<file path="config.mk">
export PLATFORM = sky130hd
export DESIGN_NAME = hdme_ctrl
export DESIGN_NICKNAME = d
export VERILOG_FILES = /design/src/hw/rtl/hdme_pkg.sv /design/src/hw/rtl/hdme_ctrl.sv
export SDC_FILE = /design/constraint.sdc
export NUM_CORES = 1
export LEC_CHECK = 0
export ABC_AREA = 1
export BUFFER_PORTS_ARGS = -buffer_cell sky130_fd_sc_hd__buf_2
export CAP_MARGIN = 10
export CORE_MARGIN = 10
export CORE_UTILIZATION = 30
export DETAILED_ROUTE_END_ITERATION = 6
export PLACE_DENSITY = 0.59
export SLEW_MARGIN = 20
export SYNTH_ARGS = -nofsm -noshare
export SYNTH_HDL_FRONTEND = slang
export SYNTH_SLANG_ARGS = --single-unit
</file>
<file path="constraint.sdc">
create_clock -name i_clk -period 2.78 [get_ports i_clk]
set_input_delay 0.556 -clock i_clk [delete_from_list [all_inputs] [get_ports i_clk]]
set_output_delay 0.556 -clock i_clk [all_outputs]
set_load 0.1 [all_outputs]
</file>
<file path="src/hw/rtl/hdme_pkg.sv">
// ----------------------------------------------------------------------------
// hdme_pkg
// Shared constants, codes and control types of the hash dedup and match engine.
// ----------------------------------------------------------------------------
`default_nettype none

package hdme_pkg;

    localparam int SLOT_ADDR_BITS = 12;
    localparam int MAX_ITEMS      = 2048;

    localparam int WORD_BITS   = 32;
    localparam int SLOT_W      = $clog2(MAX_ITEMS + 1);
    localparam int COUNT_W     = $clog2(MAX_ITEMS + 1);
    localparam int KEY_AW      = $clog2(MAX_ITEMS);
    localparam int EFF_W       = $clog2(SLOT_ADDR_BITS + 1);
    localparam int SHIFT_W     = $clog2(WORD_BITS + 1);
    localparam int FUNC_W      = 2;
    localparam int STATUS_W    = 3;
    localparam int SLOT_BITS_W = 4;
    localparam int CFG_IDX_W   = 1;
    localparam int CFG_DATA_W  = 32;

    localparam logic [WORD_BITS-1:0] HASH_MULT   = 32'd3141592653;
    localparam logic [WORD_BITS-1:0] MISSING_KEY = 32'h8000_0000;

    localparam logic [CFG_IDX_W-1:0] CFG_SLOT_BITS = 1'd0;
    localparam logic [CFG_IDX_W-1:0] CFG_NO_MATCH  = 1'd1;

    localparam logic [SLOT_BITS_W-1:0] SLOT_BITS_RESET = 4'd12;
    localparam logic [WORD_BITS-1:0]   NO_MATCH_RESET  = 32'h8000_0000;

    typedef enum logic [FUNC_W-1:0] {
        FN_INSERT = 2'd0,
        FN_LOOKUP = 2'd1,
        FN_CLEAR  = 2'd2
    } t_func;

    typedef enum logic [STATUS_W-1:0] {
        ST_INSERTED  = 3'd0,
        ST_DUPLICATE = 3'd1,
        ST_FOUND     = 3'd2,
        ST_NOT_FOUND = 3'd3,
        ST_FULL      = 3'd4,
        ST_CLEARED   = 3'd5
    } t_status;

    typedef struct packed {
        logic    load;
        logic    home;
        logic    entry_cap;
        logic    ins_write;
        logic    count_inc;
        logic    count_clr;
        logic    probe_next;
        logic    clr_step;
        logic    out_load;
        t_status code;
    } t_cmd;

    typedef struct packed {
        logic func_insert;
        logic slot_empty;
        logic key_eq;
        logic last;
        logic count_full;
        logic clr_last;
    } t_sts;

endpackage

`default_nettype wire

</file>
<file path="src/hw/rtl/hdme_ctrl.sv">
// ----------------------------------------------------------------------------
// hdme_ctrl
// Controller: sequences the hash, the probe walk, inserts, clears and results.
// ----------------------------------------------------------------------------
`default_nettype none

module hdme_ctrl import hdme_pkg::*; (
    input  wire logic              i_clk,
    input  wire logic              i_rst_n,
    input  wire logic              i_req_valid,
    input  wire logic [FUNC_W-1:0] i_req_func,
    output logic                   o_req_ready,
    output logic                   o_rsp_valid,
    input  wire logic              i_rsp_ready,
    output t_cmd                   o_cmd,
    input  wire t_sts              i_sts
);

    typedef enum logic [3:0] {
        S_INIT,
        S_IDLE,
        S_MUL,
        S_HOME,
        S_SRD,
        S_SCHK,
        S_KCHK,
        S_CLR,
        S_DONE
    } t_state;

    t_state  r_state, n_state;
    logic    r_out_valid, n_out_valid;
    t_status r_code, n_code;

    always_comb begin
        o_cmd       = '0;
        o_cmd.code  = r_code;
        n_state     = r_state;
        n_code      = r_code;
        n_out_valid = r_out_valid && !i_rsp_ready;

        unique case (r_state)
            S_INIT: begin
                o_cmd.clr_step = 1'b1;
                if (i_sts.clr_last) begin
                    n_state = S_IDLE;
                end
            end
            S_IDLE: begin
                if (i_req_valid) begin
                    o_cmd.load = 1'b1;
                    unique case (i_req_func)
                        FN_INSERT, FN_LOOKUP: n_state = S_MUL;
                        FN_CLEAR:             n_state = S_CLR;
                        default:              n_state = S_IDLE;
                    endcase
                end
            end
            S_MUL: begin
                n_state = S_HOME;
            end
            S_HOME: begin
                o_cmd.home = 1'b1;
                n_state    = S_SRD;
            end
            S_SRD: begin
                n_state = S_SCHK;
            end
            S_SCHK: begin
                o_cmd.entry_cap = 1'b1;
                if (i_sts.slot_empty) begin
                    n_state = S_DONE;
                    if (i_sts.func_insert) begin
                        o_cmd.count_inc = 1'b1;
                        if (i_sts.count_full) begin
                            n_code = ST_FULL;
                        end else begin
                            o_cmd.ins_write = 1'b1;
                            n_code          = ST_INSERTED;
                        end
                    end else begin
                        n_code = ST_NOT_FOUND;
                    end
                end else begin
                    n_state = S_KCHK;
                end
            end
            S_KCHK: begin
                if (i_sts.key_eq) begin
                    n_state = S_DONE;
                    if (i_sts.func_insert) begin
                        o_cmd.count_inc = 1'b1;
                        n_code          = ST_DUPLICATE;
                    end else begin
                        n_code = ST_FOUND;
                    end
                end else if (i_sts.last) begin
                    n_state = S_DONE;
                    if (i_sts.func_insert) begin
                        o_cmd.count_inc = 1'b1;
                        n_code          = ST_FULL;
                    end else begin
                        n_code = ST_NOT_FOUND;
                    end
                end else begin
                    o_cmd.probe_next = 1'b1;
                    n_state          = S_SRD;
                end
            end
            S_CLR: begin
                o_cmd.clr_step = 1'b1;
                if (i_sts.clr_last) begin
                    o_cmd.count_clr = 1'b1;
                    n_code          = ST_CLEARED;
                    n_state         = S_DONE;
                end
            end
            S_DONE: begin
                if (!r_out_valid || i_rsp_ready) begin
                    o_cmd.out_load = 1'b1;
                    n_out_valid    = 1'b1;
                    n_state        = S_IDLE;
                end
            end
            default: begin
                n_state = S_IDLE;
            end
        endcase
    end

    always_ff @(posedge i_clk) begin
        if (!i_rst_n) begin
            r_state     <= S_INIT;
            r_out_valid <= 1'b0;
            r_code      <= ST_INSERTED;
        end else begin
            r_state     <= n_state;
            r_out_valid <= n_out_valid;
            r_code      <= n_code;
        end
    end

    assign o_req_ready = (r_state == S_IDLE);
    assign o_rsp_valid = r_out_valid;

endmodule

`default_nettype wire

</file>
# Yosys cells after proc, flatten, opt, wreduce, memory -nomap -nowiden
# Cells that the tools add are included.
# W data, S select, Z words.
totals:
  ff_bits: 8
  wordCells: 69
classes:
  n_eq_ne: 16
  mux: 39
  n_reduce_logical: 11
op_table:
  columns: ["cell", "count"]
  rows:
  - ["$pmux W4 S9", 1]
  - ["$mux W4", 7]
  - ["$mux W3", 7]
  - ["$mux W1", 17]
  - ["$eq A4 B3 Y1 const B", 4]
  - ["$ne A2 B2 Y1 const B", 5]
  - ["$pmux W3 S3", 1]
  - ["$eq A4 B2 Y1 const B", 2]
  - ["$mux W2", 4]
  - ["$reduce_and A4 Y1", 2]
  - ["$pmux W3 S2", 1]
  - ["$eq A4 B1 Y1 const B", 1]
  - ["$eq A4 B4 Y1 const B", 1]
  - ["$logic_not A4 Y1", 1]
  - ["$reduce_or A2 Y1", 2]
  - ["$ne A3 B3 Y1 const B", 1]
  - ["$reduce_bool A3 Y1", 1]
  - ["$eq A2 B1 Y1 const B", 1]
  - ["$eq A2 B2 Y1 const B", 1]
  - ["$logic_not A1 Y1", 2]
  - ["$logic_not A2 Y1", 1]
  - ["$pmux W1 S2", 1]
  - ["$logic_and A1 B1 Y1", 1]
  - ["$logic_or A1 B1 Y1", 1]

# Longest topological paths before layout
# Gate-level depths: netlist of run 1.
logic_depth:
  ltp_word: 5
  depth_mapped: 9
  depth_no_buf: 9

# Least setup slack after synthesis of run 1
# No wires, ideal clock.
synth_timing:
  path_kind: "register to output"
  startpoint: "reg r_state[3]"
  endpoint: "out o_cmd[8] (netlist name)"
  t_arrival_ns: 4.885
  required_ns: 2.224
  path_slack_ns: -2.661
  stages_incl_launch_ff: 6
  cell_sequence: "dfxtp_1 -> inv_2 -> nand2_2 -> nor3_1 -> nand2_1 -> nor3_1"
synth_lines:
  columns: ["item", "line", "rtl"]
  rows:
  - ["from (decl)", "hdme_ctrl.sv:31", "t_state r_state, n_state;"]
  - ["from (signal assigned)", "hdme_ctrl.sv:137", "r_state <= n_state;"]
  - ["to (decl)", "hdme_ctrl.sv:15", "output t_cmd o_cmd,"]

==> impl_metrics.ini, run 1 <==
[worst_setup_path]
startpoint_type = flop
worstPathRequired_ns = 2.22
path_max_fanout = 6
crit_type = reg -> out
slowest_stage = dfxtp_1
reg2reg_slack_ns = 1.42
critPathMaxStageDelay_ns = 0.47
worst_setup_path_end_kind = primary output
cp.arrival_ns = 1.70
cp_cell_sequence = inv_1, nor2_2, nand2_1, o22ai_4, buf_2

[outcome]
status = completed

[place]
globalplace.congestion = 0.858
placed_area_um2 = 846
dp_hpwl_um = 1530
place_inst = 164
portBuffers = 25

[global_route]
antenna_found_initial = 0
grt_pass1_wl_um = 2860
top_usage_layer = met2
gr-usage-met1_pct = 8.41
use_met2_pct = 13.0
overflow = 0
grt_pass1_vias = 720
grt_usage_pct = 7.73
met3_usage_pct = 2.84
grt_max_degree = 8

[cells_and_area]
drive_gt1_share_pct = 33.6
n_fill_cell = 224
fin_util_pct = 43.4
diodes = 0
area_growth_syn_to_layout_pct = 33.5
multi_input_area_um2 = 444
finalInstanceArea_um2 = 868
final_cells = 167
seq_area_um2 = 160
nets = 157

[timing]
worstMarginPinSlew_ns = 0.491
slew_violations = 0
clock.fmax_mhz = 442
finalSetupTns_ns = 0
fin_crit_ns = 2.26
rsz0062_at_grt = false
slew_headroom_pct = 67.5
setup_viol = 0
hold_viol = 0
fin_crit_sh_pct = 81.3
clock_skew_ns = 0.0118

[cts]
h-tree-depth = 1
postCtsResizedCells = 0
cts_tree = yes
cts.clk_slew.worst_paths_ns = 0.06
clockRootBuffer = clkbuf_4
cts_max_path_buffers = 2
holdBufCountCts = 0
numCtsBuffers = 3
clock_latency_ns = 0.26
clkSinkCount = 8
postCtsSetupBuffers = 0

[routing]
vias_per_cell = 4.51
vias = 753
wl_per_cell_um = 10.3
drtIter0Drc = 19
drtPass1Iterations = 4
ant_nets = 0
wirelength_um = 1720
drcViolationCount = 0

[run]
cap_violations = 0

[logic_synthesis]
synth_top_area_cell = dfxtp_1
netlist_area_um2 = 651
ys_seq_area_share_pct = 24.6
synth_cell_types = 17
netlist_instances = 112
synth_top_area_share_pct = 24.6
avgSynthCellArea_um2 = 5.81
synthTopCellsByArea = dfxtp_1, nand2_1, inv_1
yosys_warnings = 0
ys_ff_latch = 8
synth_fp_nets = 127

[power_and_ir_drop]
clockPowerShare_pct = 24.0
power_switching_w = 0.000177
p_per_area_nw_per_um2 = 440
total_power_w = 0.000382
vdd_drop_max_mv = 0.178
internal_power_w = 0.000205
leakagePower_nw = 0.487
pwr-share-comb_pct = 42.4
swShare_pct = 46.4
seqPwrFrac_pct = 33.6

[floorplanning]
die_x_um = 66.6
start_util_pct = 32.5
rows = 16
dieArea_um2 = 4430
core-area_um2 = 2000
die_h_um = 66.6
io_pins = 26

[hold_path]
worstHoldPathType = reg -> reg
## metal layers
| metal | up-vias | part of all wire (%) |
|---|---|---|
| li1 | 397 | - |
| met1 | 326 | 43 |
| met2 | 26 | 46 |
| met3 | 4 | 9.1 |
| met4 | 0 | 1.9 |
| met5 | - | 0 |
## cell usage after synthesis, drive strengths merged
master	count
nand2	34
nor2	25
inv	22
dfxtp	8
nand3	7
a21oi	5
o21ai	4
ha	3
nor3	2
a31oi	1
o22ai	1
## area by class of cell
| class | count | share of cell area (%) |
|---|---|---|
| Sequential cell | 8 | 18.4 |
| Timing Repair Buffer | 25 | 14.4 |
| Tap cell | 27 | 3.89 |
| Inverter | 22 | 9.51 |
| Clock buffer | 3 | 2.59 |
| Multi-Input combinational cell | 82 | 51.2 |
## cell usage in the layout, fill, tap and decap left out
master    instances
a31oi_1           1
nand2_1          30
a21oi_1           4
nand3_1           7
nor2_2            5
nor3_4            2
nor2_4            2
o21ai_0           4
a21oi_2           1
nor2_1           18
o22ai_4           1
inv_2             4
clkbuf_4          3
inv_1            18
nand2_2           3
dfxtp_1           8
buf_2            25
nand2_4           1
ha_1              3
## registers in the layout, indices dropped and copies added, names as in the netlist
signal	flops
r_code	3
r_state	4
o_rsp_valid	1
## critical path, delay by kind of cell, from the launching register on
| family | cells | cell delay, ns |
|---|---|---|
| buf+inv | 2 | 0.54 |
| compound gates | 1 | 0.18 |
| flops | 1 | 0.47 |
| simple gates | 2 | 0.27 |
## metrics by stage
step	hold slack, ns	setup slack [ns]
CTS	0.479	0.515
global route	0.518	0.446
global placement	0.465	0.802
detailed placement	0.467	0.778
finish	0.472	0.519
floorplan	0.602	-0.151
## final timing paths
path	depth (start not counted)	from	to
setup / recovery	5	r_state[1]	o_cmd[7]
hold / removal	2	r_code[0]	r_code[0]
setup reg to reg	6	r_state[1]	r_state[2]
hold reg to reg	2	r_code[0]	r_code[0]
## power groups by stage
stage                     combinational (W)  sequential [W]   clock, W
after CTS                          0.000164        0.000128  0.0000925
after global routing               0.000176        0.000129  0.0000987
after floorplan                    0.000121        0.000139          0
final                              0.000162        0.000128  0.0000917
after global placement             0.000162        0.000130          0
after detailed placement           0.000163        0.000131          0
## cells by family after synthesis
group | synth area share, %
buffers and inverters | 12.7
AO/OA/AOI/OAI | 9.42
AND/OR/NAND/NOR | 47.5
flip-flops | 24.6
adder cells (fa/ha/maj) | 5.77
(Power assumes the default switching activity.)
==> run 2: changes to the inputs <==
==> constraint.sdc (replaced) <==
create_clock -name i_clk -period 2.3 [get_ports i_clk]
set_input_delay 0.46 -clock i_clk [delete_from_list [all_inputs] [get_ports i_clk]]
set_output_delay 0.46 -clock i_clk [all_outputs]
set_load 0.1 [all_outputs]
==> impl_metrics.ini, run 2 (same netlist as run 1, synthesis figures left out) <==
[outcome]
status = completed

[cells_and_area]
nets = 157
final_cells = 167
regMostFlops = r_state
n_fill_cell = 228
area_growth_syn_to_layout_pct = 36.2
drive_gt1_share_pct = 37.9
mostFrequentLayoutCell = nand2_1
final_cell_mix = nand2_1, buf_2, inv_1
diodes = 0
largest_reg_flops = 4

[floorplanning]
rows = 16
die_h_um = 66.6
io_pins = 26
start_util_pct = 32.5
core-area_um2 = 2000
dieArea_um2 = 4430
die_x_um = 66.6

[power_and_ir_drop]
seqPwrFrac_pct = 33.7
clockPowerShare_pct = 23.6
leakagePower_nw = 0.490
swShare_pct = 46.0
p_per_area_nw_per_um2 = 519
vdd_drop_max_mv = 0.366
power_switching_w = 0.000211
pwr-share-comb_pct = 42.6
internal_power_w = 0.000248

[global_route]
grt_pass1_wl_um = 2770
grt_max_degree = 8
grt_usage_pct = 7.85
antenna_found_initial = 0
grt_pass1_vias = 686
overflow = 0

[routing]
wl_per_cell_um = 9.96
dr_wl_met2_um = 821
ant_nets = 0
met1_length_um = 709
dr_wl_met3_um = 131
top_layer_used = met3
drcViolationCount = 0
drtPass1Iterations = 4
wirelength_um = 1660
vias = 729
vias_per_cell = 4.37
drtIter0Drc = 21

[cts]
clockRootBuffer = clkbuf_4
holdBufCountCts = 0
cts.clk_slew.worst_paths_ns = 0.06
postCtsSetupBuffers = 0
cts_tree = yes
postCtsResizedCells = 0
cts_max_path_buffers = 2
numCtsBuffers = 3
clkSinkCount = 8
h-tree-depth = 1
clock_latency_ns = 0.25

[place]
globalplace.congestion = 0.816
place_inst = 164
dp_hpwl_um = 1470
portBuffers = 25

[timing]
fin_crit_ns = 2.11
slew_headroom_pct = 67.5
setup_viol = 0
clock.fmax_mhz = 473
rsz0062_at_grt = false
fin_crit_sh_pct = 91.9
clock_skew_ns = 0.00232
worstMarginPinSlew_ns = 0.491
hold_slack_ns = 0.476
slew_violations = 0
hold_viol = 0

[worst_setup_path]
worstPathRequired_ns = 1.84
reg2reg_slack_ns = 0.99
crit_type = reg -> out
worst_setup_path_end_kind = primary output
path_max_fanout = 6
cp.arrival_ns = 1.65
startpoint_type = flop

[hold_path]
worstHoldPathType = reg -> reg

[run]
cap_violations = 0
run 2: cell counts in the layout (fill, tap and decap cells not counted):
No cell type changed its count.
run 2: final cells by class:
cell class	count	area, µm²	share of cell area [%]
Multi-Input combinational cell	82	459	51.8
Sequential cell	8	163	18.4
Timing Repair Buffer	25	125	14.1
Inverter	22	82.6	9.32
Tap cell	27	33.8	3.81
Clock buffer	3	22.5	2.54
run 2: worst max-delay path: stages, from the launching register on:
cell	delay [ns]
dfxtp_1	0.46
inv_1	0.08
nor2_2	0.12
nand2_1	0.13
o22ai_4	0.17
buf_2	0.44
run 2: power by group through the flow:
| stage | logic [W] | clock network, W | registers [W] |
|---|---|---|---|
| after floorplan | 0.000148 | 0 | 0.000168 |
| after global placement | 0.000197 | 0 | 0.000158 |
| after detailed placement | 0.000197 | 0 | 0.000158 |
| after CTS | 0.000197 | 0.000113 | 0.000155 |
| after global routing | 0.000212 | 0.000119 | 0.000156 |
| final | 0.000196 | 0.000108 | 0.000155 |
run 2: per-layer routing:
metal,track usage (%),up-vias
li1,-,398
met1,7.88,310
met2,14.0,21
met3,3.18,0
met4,3.14,0
met5,0,-
run 2: stage by stage:
step / power, W / setup slack [ns] / TNS (ns) / instance area (µm²) / utilization (%)
finish: 0.000459 / 0.186 / 0 / 886 / 44.3
CTS: 0.000465 / 0.168 / 0 / 886 / 44.3
detailed placement: 0.000355 / 0.444 / 0 / 863 / 43.1
global placement: 0.000355 / 0.448 / 0 / 863 / 43.1
floorplan: 0.000316 / -0.478 / -0.706 / 704 / -
global route: 0.000487 / 0.0651 / 0 / 886 / 44.3
run 2: path summary, 6_finish.rpt:
kind / startpoint / endpoint / cells after the start
max: r_state[1] / o_cmd[7] / 5
min: r_code[2] / r_code[2] / 2
min reg2reg: r_code[2] / r_code[2] / 2
max reg2reg: r_state[1] / r_state[2] / 6
==> run 3: changes to the inputs <==
--- a/config.mk
+++ b/config.mk
@@ -11,7 +11,8 @@
 export CORE_MARGIN = 10
 export CORE_UTILIZATION = 30
 export DETAILED_ROUTE_END_ITERATION = 6
-export PLACE_DENSITY = 0.59
+export GPL_TIMING_DRIVEN = 0
+export PLACE_DENSITY_LB_ADDON = 0.3
 export SLEW_MARGIN = 20
 export SYNTH_ARGS = -nofsm -noshare
 export SYNTH_HDL_FRONTEND = slang
==> impl_metrics.ini, run 3 (same netlist as run 1, synthesis figures left out) <==
[cts]
clockRootBuffer = clkbuf_4
holdBufCountCts = 0
cts_tree = yes
cts.clk_slew.worst_paths_ns = 0.06
clock_latency_ns = 0.25
clkSinkCount = 8
numCtsBuffers = 3
postCtsResizedCells = 0
h-tree-depth = 1
cts_max_path_buffers = 2
postCtsSetupBuffers = 0

[worst_setup_path]
startpoint_type = flop
path_delay_family = buffers and inverters
slowest_stage = dfxtp_1
worstPathRequired_ns = 1.84
critPathMaxStageDelay_ns = 0.48
path_buf_inv = 2
crit_type = reg -> out
cp_cell_sequence = inv_1, nor2_2, nand2_1, o22ai_4, buf_2
path_max_fanout = 6
worst_setup_path_end_kind = primary output
cp.arrival_ns = 1.71

[timing]
clock.fmax_mhz = 461
setup_viol = 0
fin_ws_ns = 0.133
fin_crit_sh_pct = 94.2
rsz0062_at_grt = false
slew_violations = 0
finalSetupTns_ns = 0
clock_skew_ns = 0.00237
worstMarginPinSlew_ns = 0.491
slew_headroom_pct = 67.5
fin_crit_ns = 2.17
hold_viol = 0

[hold_path]
worstHoldPathType = in -> reg

[routing]
vias_per_cell = 4.36
drcViolationCount = 0
vias = 728
ant_nets = 0
drtIter0Drc = 24
drtPass1Iterations = 4
wirelength_um = 1690
wl_per_cell_um = 10.1

[cells_and_area]
fin_util_pct = 44.3
mostFrequentLayoutCell = nand2_1
regMostFlops = r_state
n_fill_cell = 220
largest_reg_flops = 4
finalInstanceArea_um2 = 886
nets = 157
drive_gt1_share_pct = 37.9
diodes = 0
area_growth_syn_to_layout_pct = 36.2
final_cell_mix = nand2_1, buf_2, inv_1

[place]
placed_area_um2 = 863
globalplace.congestion = 0.866
dpl_worst_slack_ns = 0.399
dp_hpwl_um = 1490
portBuffers = 25

[global_route]
grt_max_degree = 8
overflow = 0
grt_pass1_vias = 751
antenna_found_initial = 0
grt_pass1_wl_um = 2880
grt_usage_pct = 7.91

[floorplanning]
dieArea_um2 = 4430
die_h_um = 66.6
core-area_um2 = 2000
start_util_pct = 32.5
rows = 16
die_x_um = 66.6
io_pins = 26

[outcome]
status = completed

[power_and_ir_drop]
p_per_area_nw_per_um2 = 519
leakagePower_nw = 0.490
vdd_drop_max_mv = 0.320

[run]
cap_violations = 0
-- run 3: cell counts in the layout (fill, tap and decap cells not counted) --
Identical to the previous run, type by type.
-- run 3: tightest hold or removal path, cell delays in order --
cell and delay, ns:
buf_2 0.13, nand2_1 0.06, nor2_1 0.03
-- run 3: final timing paths --
path / to / cells after the start / slack, ns / startpoint
min reg2reg: r_code[0] / 2 / 0.48 / r_code[0]
max reg2reg: r_state[2] / 6 / 0.94 / r_state[1]
max: o_cmd[7] / 5 / 0.13 / r_state[1]
min: r_code[0] / 3 / 0.47 / i_rst_n
-- run 3: final cells by class --
cell class                 count  area (µm²)  share of cell area [%]
sequential                     8         163                    18.4
clock buffer                   3        22.5                    2.54
multi-input combinational     82         459                    51.8
timing repair buffer          25         125                    14.1
tap                           27        33.8                    3.81
inverter                      22        82.6                    9.32
-- run 3: routing by layer --
layer / part of all wire, % / GRT usage [%] / vias up / wire length [µm]
met2: 51 / 14.8 / 17 / 864
met3: 4.6 / 2.51 / 0 / 78
li1: - / - / 397 / -
met4: 0 / 2.36 / 0 / 0
met1: 44 / 8.05 / 314 / 747
met5: 0 / 0 / - / 0
-- run 3: power breakdown --
| group | internal (W) | switching, W |
|---|---|---|
| registers | 0.000146 | 0.00000950 |
| clock network | 0.0000598 | 0.0000482 |
| logic | 0.0000423 | 0.000154 |
| total | 0.000248 | 0.000212 |
-- run 3: stage by stage --
step                cells  hold WS, ns  total power [W]
floorplan             112        0.580         0.000316
global placement      164        0.459         0.000354
detailed placement    164        0.470         0.000356
CTS                   167        0.467         0.000467
global route          167        0.474         0.000489
finish                167        0.474         0.000460
